===== src/scl_pkg.sv =====
// Shared types, constants and codes of the image scaler.
package scl_pkg;

  localparam int MAX_SRC_W_DEF  = 256;
  localparam int MAX_SRC_H_DEF  = 256;
  localparam int FIFO_DEPTH_DEF = 4;

  localparam int COORD_W    = 10;
  localparam int SRC_DIM_W  = 9;
  localparam int DIM_W      = 11;
  localparam int STEP_W     = 18;
  localparam int FRAC_W     = 16;
  localparam int POS_W      = STEP_W + COORD_W;
  localparam int PIX_W      = POS_W - FRAC_W;   // covers any source size up to 4096
  localparam int COLOR_W    = 8;
  localparam int RGB_W      = 3 * COLOR_W;
  localparam int GX_W       = FRAC_W + 1;
  localparam int WGT_W      = 2 * FRAC_W + 1;
  localparam int ACC_W      = WGT_W + COLOR_W - 1;
  localparam int CFG_IDX_W  = 3;
  localparam int CFG_DATA_W = STEP_W;

  localparam logic OP_WRITE   = 1'b0;
  localparam logic OP_COMPUTE = 1'b1;

  localparam logic [CFG_IDX_W-1:0] REG_SRC_WIDTH  = 3'd0;
  localparam logic [CFG_IDX_W-1:0] REG_SRC_HEIGHT = 3'd1;
  localparam logic [CFG_IDX_W-1:0] REG_DST_WIDTH  = 3'd2;
  localparam logic [CFG_IDX_W-1:0] REG_DST_HEIGHT = 3'd3;
  localparam logic [CFG_IDX_W-1:0] REG_STEP_X     = 3'd4;
  localparam logic [CFG_IDX_W-1:0] REG_STEP_Y     = 3'd5;
  localparam logic [CFG_IDX_W-1:0] REG_SMOOTH     = 3'd6;

  localparam logic [SRC_DIM_W-1:0] SRC_DIM_RST = 9'd256;
  localparam logic [DIM_W-1:0]     DST_DIM_RST = 11'd256;
  localparam logic [STEP_W-1:0]    STEP_RST    = 18'h10000;
  localparam logic                 SMOOTH_RST  = 1'b1;

  // Live settings as the front end sees them.
  typedef struct packed {
    logic [PIX_W-1:0]  lim_x;   // last usable source column
    logic [PIX_W-1:0]  lim_y;   // last usable source row
    logic [DIM_W-1:0]  dst_w;
    logic [DIM_W-1:0]  dst_h;
    logic [STEP_W-1:0] step_x;
    logic [STEP_W-1:0] step_y;
    logic              smooth;
  } cfg_t;

  // One classified transaction in the queue.
  typedef struct packed {
    logic               is_write;
    logic               skip;
    logic [COORD_W-1:0] cx;
    logic [COORD_W-1:0] cy;
    logic [PIX_W-1:0]   x0;
    logic [PIX_W-1:0]   x1;
    logic [PIX_W-1:0]   y0;
    logic [PIX_W-1:0]   y1;
    logic [FRAC_W-1:0]  fx;
    logic [FRAC_W-1:0]  fy;
    logic [RGB_W-1:0]   rgb;
  } op_t;

endpackage


===== src/scl_fifo.sv =====
// Short transaction queue between front and back end.
module scl_fifo #(
  parameter int DEPTH = scl_pkg::FIFO_DEPTH_DEF
) (
  input  logic         clk_i,
  input  logic         rst_ni,
  input  logic         push_i,
  input  scl_pkg::op_t data_i,
  output logic         full_o,
  input  logic         pop_i,
  output logic         empty_o,
  output scl_pkg::op_t data_o
);
  import scl_pkg::*;

  localparam int PW = (DEPTH > 1) ? $clog2(DEPTH) : 1;
  localparam int CW = $clog2(DEPTH + 1);

  op_t           slot_q [DEPTH];
  logic [PW-1:0] wr_q, rd_q;
  logic [CW-1:0] cnt_q;

  assign full_o  = (cnt_q == CW'(DEPTH));
  assign empty_o = (cnt_q == '0);
  assign data_o  = slot_q[rd_q];

  always_ff @(posedge clk_i or negedge rst_ni) begin
    if (!rst_ni) begin
      wr_q  <= '0;
      rd_q  <= '0;
      cnt_q <= '0;
    end else begin
      if (push_i) begin
        wr_q <= (wr_q == PW'(DEPTH - 1)) ? '0 : wr_q + 1'b1;
      end
      if (pop_i) begin
        rd_q <= (rd_q == PW'(DEPTH - 1)) ? '0 : rd_q + 1'b1;
      end
      if (push_i && !pop_i) begin
        cnt_q <= cnt_q + 1'b1;
      end else if (pop_i && !push_i) begin
        cnt_q <= cnt_q - 1'b1;
      end
    end
  end

  always_ff @(posedge clk_i) begin
    if (push_i) begin
      slot_q[wr_q] <= data_i;
    end
  end

  a_no_overflow: assert property (@(posedge clk_i) disable iff (!rst_ni)
    full_o && !pop_i |-> !push_i) else $error("queue overflow");
  a_no_underflow: assert property (@(posedge clk_i) disable iff (!rst_ni)
    empty_o |-> !pop_i) else $error("queue underflow");
  a_count_step: assert property (@(posedge clk_i) disable iff (!rst_ni)
    push_i && pop_i |=> $stable(cnt_q)) else $error("count moved on push and pop");

endmodule


===== config.mk =====
export PLATFORM = sky130hd
export DESIGN_NAME = scl_fifo
export DESIGN_NICKNAME = d
export VERILOG_FILES = /design/src/scl_pkg.sv /design/src/scl_fifo.sv
export SDC_FILE = /design/constraint.sdc
export NUM_CORES = 1
export LEC_CHECK = 0
export BUFFER_PORTS_ARGS = -buffer_cell sky130_fd_sc_hd__buf_2
export CORE_MARGIN = 5
export CORE_UTILIZATION = 46
export CTS_CLUSTER_DIAMETER = 80
export DETAILED_ROUTE_END_ITERATION = 16
export GPL_TIMING_DRIVEN = 0
export PLACE_DENSITY = 0.66
export RECOVER_POWER = 100
export SYNTH_ARGS = -nofsm -noshare
export SYNTH_HDL_FRONTEND = slang
export SYNTH_SLANG_ARGS = --single-unit

===== constraint.sdc =====
create_clock -name clk_i -period 5.2 [get_ports clk_i]
set_input_delay 0.26 -clock clk_i [delete_from_list [all_inputs] [get_ports clk_i]]
set_output_delay 0.26 -clock clk_i [all_outputs]
set_load 0.01 [all_outputs]

# Word-level counts from Yosys, hierarchy flattened
# Memory sizes are Yosys's and may differ from the RTL's.
# Index checks and enable logic that the tools add are counted.
# op_classes
add_sub_neg	4
mul	0
div_mod_pow	0
magnitude_cmp	0
n_eq_ne	3
n_shift	0
mux	6
bitwise_logic	0
reduce_logical	6
# ops
cell	n
3-bit two-way mux	2
2-bit by 1-bit adder with 2-bit output, second input constant	2
2-bit == test, second input constant	2
2-bit two-way mux	2
3-bit by 1-bit adder with 3-bit output, second input constant	1
3-bit == test, second input constant	1
3-bit logical NOT	1
3-bit by 1-bit subtractor with 3-bit output, second input constant	1
1-bit logical AND	2
1-bit logical NOT	2
1-bit two-way mux	2
2-bit nonzero test	1
# totals
reg_bits	7
latchBits	0
mem_bits_rw	504
romBits	0
inputBits	130
out_inout_bits	128
wordCells	23
memories	1
# memory_table
memory	words	word_bits	read_ports	rd_ports_with_merged_regs	wr	line_no	rtl
slot_q	4	126	1	0	1	scl_fifo.sv:19	op_t slot_q [DEPTH];

# Logic depth before layout (Yosys ltp)
# Gate-level depths: netlist (run 1).
# logic_depth
ltp_word	4
ltp_mapped	7
depth_no_buf	7

# Worst setup path before layout (run 1)
# No wires, ideal clock.
# synth_path
kind	register to register
from	reg wr_q[0]
to	mem slot_q[0][0] in the netlist's numbering, enable pin
setup_time_ps	500
arrival_time_ps	3516
t_required_ps	4700
path_slack_ps	1184
path_stages_with_launch	4
n_path_buf	0
period_less_slack_ps	4016
path_cell_list	dfrtp_1 inv_1 ha_1 and2_1
# synth_rtl
item	line_no	rtl
from (decl)	scl_fifo.sv:20	logic [PW-1:0] wr_q, rd_q;
from (signal assigned)	scl_fifo.sv:34	wr_q <= (wr_q == PW'(DEPTH - 1)) ? '0 : wr_q + 1'b1;
to (decl)	scl_fifo.sv:19	
# No word-level cell before the write port.

==> summary.txt, run 1 <==
CTS
  – Buffer levels on the longest clock path: 3
  – H-tree levels: 2
  – CTS tree: built
  – Cts bufs inserted: 51
  – Register clock-pin slew on the reported worst setup and hold paths: 0.06 ns
  – CTS resizes: 0
  – Clock latency of the later-clocked register in the worst-skew pair: 0.58 ns
  – CTS Root Buffer Type: clkbuf_16
  – TritonCTS sink count: 511

Floorplan
  – Core region area: about 40000 sq um
  – Height of the chip: approximately 210 um
  – Row Count: 73
  – Die width: between 200 and 250 um
  – Total Die Area: 44800 sq um
  – I/O pin count: 258
  – Initial Utilization: a little under half

Global routing
  – Total global routing overflow: 0
  – Antenna violations before repair: 2
  – Overall track demand over capacity in global routing: 17.2%
  – Maximum number of pins on one net before global-route repair: 55
  – First-pass GRT wire length: just under 60000 um
  – Number of global-route vias before repair: ~9800

Synth
  – Largest cells by area after synthesis: edfxtp_1, mux4_2, buf_12
  – Adder-Cell Fraction of Synth Area: less than 1%
  – Most repeated cell in the gate-level netlist after synthesis: edfxtp_1
  – Post-synthesis instance area: approximately 19000 sq um
  – Area share of xor/xnor cells in the synthesized design: less than 1%
  – Syn Area/Cell: 26.9 sq um
  – Mux share of post-synthesis cell area: 15.4%
  – Number of warnings printed during yosys synthesis: 0
  – Nets in the synthesized netlist: 832
  – Largest family of logic cells by synthesized area: multiplexers
  – Fraction of registers with async set or reset after synthesis: about 1.4%
  – Post-synth top flop: edfxtp_1
  – Fraction of synthesized cell area taken by the top area cell type: 80.9%
  – Cell type contributing the most total cell area after synthesis: edfxtp_1
  – Fraction of the mapped netlist area in simple logic gates: less than 1%
  – Post-synthesis compound-gate area fraction: 0.0535%
  – Post-synth EDFFs: 504
  – Number of register bits inferred by synthesis: 511
  – Number of distinct library cell variants in the gate-level netlist after synthesis: 19
  – Post-synthesis instance total: 695
  – Fraction of the yosys area taken by sequential cells: 81.9%
  – Post-synth top cells: edfxtp_1, mux4_2, buf_2, buf_12, dfrtp_1

STA
  – Period minus WS final: 3.58 ns
  – Final worst-path setup slack: 1.62 ns
  – Unrepaired setup endpoints after global routing: false
  – Final worst-path cycle share: 68.9%
  – Transition time at the pin with the least slew margin: 2.71 ns
  – Total setup violations reported at the end of the flow: 0
  – Max frequency: around 280 MHz
  – Min Hold Slack: 0.143 ns
  – Slew Limit Headroom: -80.8%
  – Worst Clk Skew: 0.0153 ns
  – Max Slew Vio Count: 64
  – Number of endpoints with negative hold slack in the final report: 0

Routing
  – Number of iterations in the first detailed-routing pass: 4
  – Detail-routed net length per standard cell: 22.5 um
  – Detail-routed via count per cell: 5.22
  – DRC violation count after routing: 0
  – Vias post-DR: 8929
  – DRT Wirelength: 38400 um
  – Initial detailed-routing violation count: just over 600
  – DRT antenna net count: 0

Place
  – Port Buffers: 257
  – Worst slack, placed: approximately 2.9 ns
  – Detailed Place HPWL: 22800 um
  – Routability Congestion: 0.691

Critical path
  – Type of the worst setup path: reg2out
  – Arr. time, crit path: 3.32 ns
  – Sort of element at the start of the critical path: flip-flop
  – Kind of end point of the critical path: output port
  – Cell family with most CP delay: buffers and inverters
  – Series of cell instances along the critical path: clkbuf_1 > clkbuf_1 > clkbuf_1 > mux4_2 > clkbuf_1
  – Cell with the largest stage delay on the worst path: clkbuf_1
  – Required time reported for the critical path endpoint: around 4.9 ns
  – Critical path's largest stage delay: approximately 0.66 ns
  – Combined buffer and inverter count along the critical path: 4
  – CP dominant cell by count: clkbuf_1
  – Maximum fanout count along the critical path: 10

Run status
  – Outcome: finished, violations left
  – Violated checks: max-capacitance violations, max-slew violations

Pwr
  – Power per cell area: 542 nW/um^2
  – Maximum resistive drop on vdd: between 300 and 400 uV
  – Leakage power summed over all cells: about 7.5 nW

Job
  – Max Cap Violations: 2

Final layout
  – Final Net Count: between 1000 and 1500
  – Layout cells sized above 1: 20.2%
  – Final standard cell utilization of the core: 58.7%
  – Area growth syn-to-layout: 25.6%

Worst hold path
  – Hold Crit Class: in2async
==> layer usage <==
| layer | vias up | share of wire (%) | GRT usage [%] |
|---|---|---|---|
| met5 | - | 0.034 | 0 |
| met4 | 2 | 2.0 | 4.66 |
| met3 | 59 | 7.7 | 4.82 |
| met2 | 291 | 49 | 28.4 |
| met1 | 4664 | 41 | 22.9 |
| li1 | 3913 | - | - |
==> power by group <==
group	switching [mW]	internal, mW
Clock	1.50	2.13
Sequential	0.146	5.28
Combinational	2.04	1.64
==> cell usage in the layout, fill, tap and decap left out, types with 2 or more instances in the layout <==
cell / instances
buf_16: 6
nor2_1: 3
bufinv_16: 6
dfrtp_1: 7
ha_1: 6
clkbuf_1: 267
edfxtp_1: 504
nand2_1: 2
inv_1: 4
buf_2: 14
buf_12: 12
mux2_2: 3
clkinv_8: 2
and2_4: 2
clkinv_2: 10
o21ai_0: 2
clkinv_1: 12
clkbuf_16: 52
buf_6: 3
xor2_1: 2
mux4_2: 126
dlygate4sd3_1: 129
==> layout make-up <==
class / count / area (sq um)
Clock buffer: 61 / 1340
Sequential cell: 511 / 15300
Buffer: 28 / 290
Antenna cell: 1 / 2.50
Tap cell: 525 / 657
Inverter: 4 / 15.0
Timing Repair Buffer: 394 / 2480
Clock inverter: 33 / 333
Multi-Input combinational cell: 152 / 3060
Fill cell: 3012 / 16500
==> repair_timing <==
item | CTS | global route
setup buffers | 0 | 0
hold buffers | 129 | 0
endpoints found under the hold margin | 515 | 0
setup endpoints to repair | 0 | 0
==> metrics by stage <==
stage	total power, mW	instances	TNS [ns]	area, sq um
after floorplan	7.94	695	0	18700
after global placement	9.39	1477	-626.70	20600
after detailed placement	9.37	1485	0	20900
after CTS	13.1	1708	0	23800
after global routing	13.4	1708	0	23500
final	12.7	1709	0	23500
==> registers in the layout, indices dropped and copies added, names as in the netlist <==
register / flops
cnt_q: 3
rd_q: 2
wr_q: 2
slot_q: 504
==> final timing paths <==
path,from,endpoint,slack [ns],cells past startpoint
max,rd_q[1],data_o[78],1.62,5
min,rst_ni,cnt_q[2],0.14,2
max reg2reg,wr_q[1],slot_q[0][38],1.86,4
min reg2reg,cnt_q[2],cnt_q[2],0.50,1
max in group asynchronous,rst_ni,rd_q[0],4.78,2
min in group clk_i,data_i[46],slot_q[2][46],0.48,2
==> cell families (layout without fill, tap and decap cells) <==
family          count (synthesis)  in the layout
flops                         511            511
mux                           129            129
buf+inv                        32            520
simple gates                   11             11
fa+ha+maj                       7              7
xor+xnor                        3              3
compound gates                  2              2
other cells                     0              1
Power figures use the tool's default switching activity.
==> inputs of run 2 (changes only) <==
clock period = 3.5 ns   (was 5.2 ns; I/O delays follow)
==> summary.txt, run 2 (synthesis gave the netlist of run 1 again) <==
Global routing
  – Antenna violations before repair: 0
  – Overall track demand over capacity in global routing: 16.6%
  – Number of global-route vias before repair: 9791
  – Maximum number of pins on one net before global-route repair: 57
  – First-pass GRT wire length: 56700 um
  – Total global routing overflow: 0

Routing
  – Number of iterations in the first detailed-routing pass: 4
  – Initial detailed-routing violation count: 615
  – DRT antenna net count: 0
  – Routed wire length on met2: around 18000 um
  – Vias post-DR: 8886
  – Detail-routed via count per cell: between 5 and 6
  – Met1 WL: 15000 um
  – Wire length on met3: 2830 um
  – Top routing layer in use: met4
  – DRC violation count after routing: 0
  – DRT Wirelength: 36800 um
  – Detail-routed net length per standard cell: 21.6 um

Place
  – Placed cell area: 20900 sq um
  – Port Buffers: ~260
  – Worst slack, placed: approximately 1.5 ns
  – Routability Congestion: 0.673
  – Detailed Place HPWL: 22200 um

Critical path
  – Cell with the largest stage delay on the worst path: clkbuf_1
  – Type of the worst setup path: reg2out
  – CP dominant cell by count: clkbuf_1
  – Required time reported for the critical path endpoint: 3.32 ns
  – Maximum fanout count along the critical path: 10
  – Kind of end point of the critical path: output port
  – Sort of element at the start of the critical path: flip-flop
  – Arr. time, crit path: around 2.7 ns
  – Critical path's largest stage delay: between 0.7 and 0.8 ns
  – Series of cell instances along the critical path: clkbuf_1 > buf_6 > mux4_2 > clkbuf_1

Final layout
  – Largest registers: slot_q x504, cnt_q x3
  – FILL cells: ~3000
  – Most common cell after layout, fill and taps aside: edfxtp_1
  – Area growth syn-to-layout: 24.1%
  – Largest register FFs: 504
  – Most frequent cells in the layout: edfxtp_1, clkbuf_1, dlygate4sd3_1
  – Antenna Cells: 0
  – Final non-filler cell area: 23200 sq um
  – Final standard cell utilization of the core: 58.0%
  – Largest register by flop count: slot_q
  – Layout cells sized above 1: around a fifth
  – Final Net Count: 1279

STA
  – Final worst-path cycle share: between 80% and 90%
  – Max frequency: 348 MHz
  – Slew Limit Headroom: -33.5%
  – Number of endpoints with negative hold slack in the final report: 0
  – Worst Clk Skew: 0.0203 ns
  – Unrepaired setup endpoints after global routing: false
  – Sum of negative setup slack: 0 ns
  – Final worst-path setup slack: 0.624 ns
  – Total setup violations reported at the end of the flow: 0
  – Max Slew Vio Count: 145
  – Period minus WS final: 2.88 ns
  – Min Hold Slack: between 0.3 and 0.4 ns
  – Transition time at the pin with the least slew margin: 2.00 ns

Floorplan
  – Total Die Area: around 45000 sq um
  – Core region area: 40000 sq um
  – Initial Utilization: 46.7%
  – I/O pin count: 258
  – Height of the chip: 212 um
  – Die width: between 200 and 250 um
  – Row Count: 73

Worst hold path
  – Hold Crit Class: in2reg

Pwr
  – Power per cell area: 784 nW/um^2
  – Fraction of power spent switching nets: 29.2%
  – Portion of total power attributed to sequential cells: 44.3%
  – Internal power summed over all cells: 12.9 mW
  – Leakage power summed over all cells: 7.42 nW
  – Fraction of power consumed by combinational cells: 29.6%
  – Maximum resistive drop on vdd: 549 uV
  – Clock power share: 26.1%
  – Switching power summed over all nets: 5.31 mW

CTS
  – Register clock-pin slew on the reported worst setup and hold paths: 0.06 ns
  – Buffer levels on the longest clock path: 3
  – CTS Root Buffer Type: clkbuf_16
  – Clock latency of the later-clocked register in the worst-skew pair: around 0.57 ns
  – CTS tree: built
  – CTS resizes: 0
  – Post-CTS setup buffer count: 0
  – TritonCTS sink count: 511
  – H-tree levels: 2
  – Cts bufs inserted: 50

Job
  – Max Cap Violations: 4

Run status
  – Outcome: finished, violations left
  – Violated checks: max-capacitance violations, max-slew violations
==> run 2: worst max-delay path: cells and delay by family, from the launching register on <==
kind     cells  cell delay (ns)
buf+inv      3             1.18
flops        1             0.39
mux          1             0.54
==> run 2: metrics by stage <==
step	instances	power, mW
global route	1701	19.1
CTS	1701	18.8
detailed placement	1485	13.9
finish	1701	18.2
floorplan	695	11.7
global placement	1477	13.8
==> run 2: power groups by stage <==
stage / clock network [mW] / registers, mW / logic [mW]
3_3_place_gp: 0 / 8.25 / 5.52
2_1_floorplan: 0 / 8.15 / 3.57
6_report: 4.75 / 8.06 / 5.38
5_1_grt: 5.15 / 8.14 / 5.85
3_5_place_dp: 0 / 8.18 / 5.71
4_1_cts: 4.89 / 8.06 / 5.84
==> run 2: worst paths after layout <==
path	start	to	slack [ns]	cells after the start
setup / recovery	rd_q[0]	data_o[94]	0.62	4
hold / removal	data_i[76]	slot_q[1][76]	0.39	2
setup reg to reg	wr_q[0]	slot_q[0][30]	0.64	4
hold reg to reg	cnt_q[2]	cnt_q[2]	0.49	1
max in group asynchronous	rst_ni	wr_q[0]	2.61	3
min in group asynchronous	rst_ni	wr_q[1]	0.60	3
==> run 2: layout make-up <==
class	instances	area (sq um)	share of cell area, %
Multi-Input combinational cell	152	3060	13.2
Tap cell	525	657	2.83
Clock buffer	67	1320	5.67
Timing Repair Buffer	395	2440	10.5
Sequential cell	511	15300	66.0
Clock inverter	19	111	0.480
Inverter	4	15.0	0.0647
Buffer	28	297	1.28
==> run 2: timing repair <==
item | CTS | global route
hold buffers | 130 | 0
endpoints found under the setup margin | 0 | 0
hold endpoints to repair | 515 | 0
==> run 2: layer usage <==
| layer | vias up | track usage [%] |
|---|---|---|
| li1 | 3908 | - |
| met1 | 4618 | 22.1 |
| met2 | 301 | 27.3 |
| met3 | 59 | 4.10 |
| met4 | 0 | 5.18 |
| met5 | - | 0 |
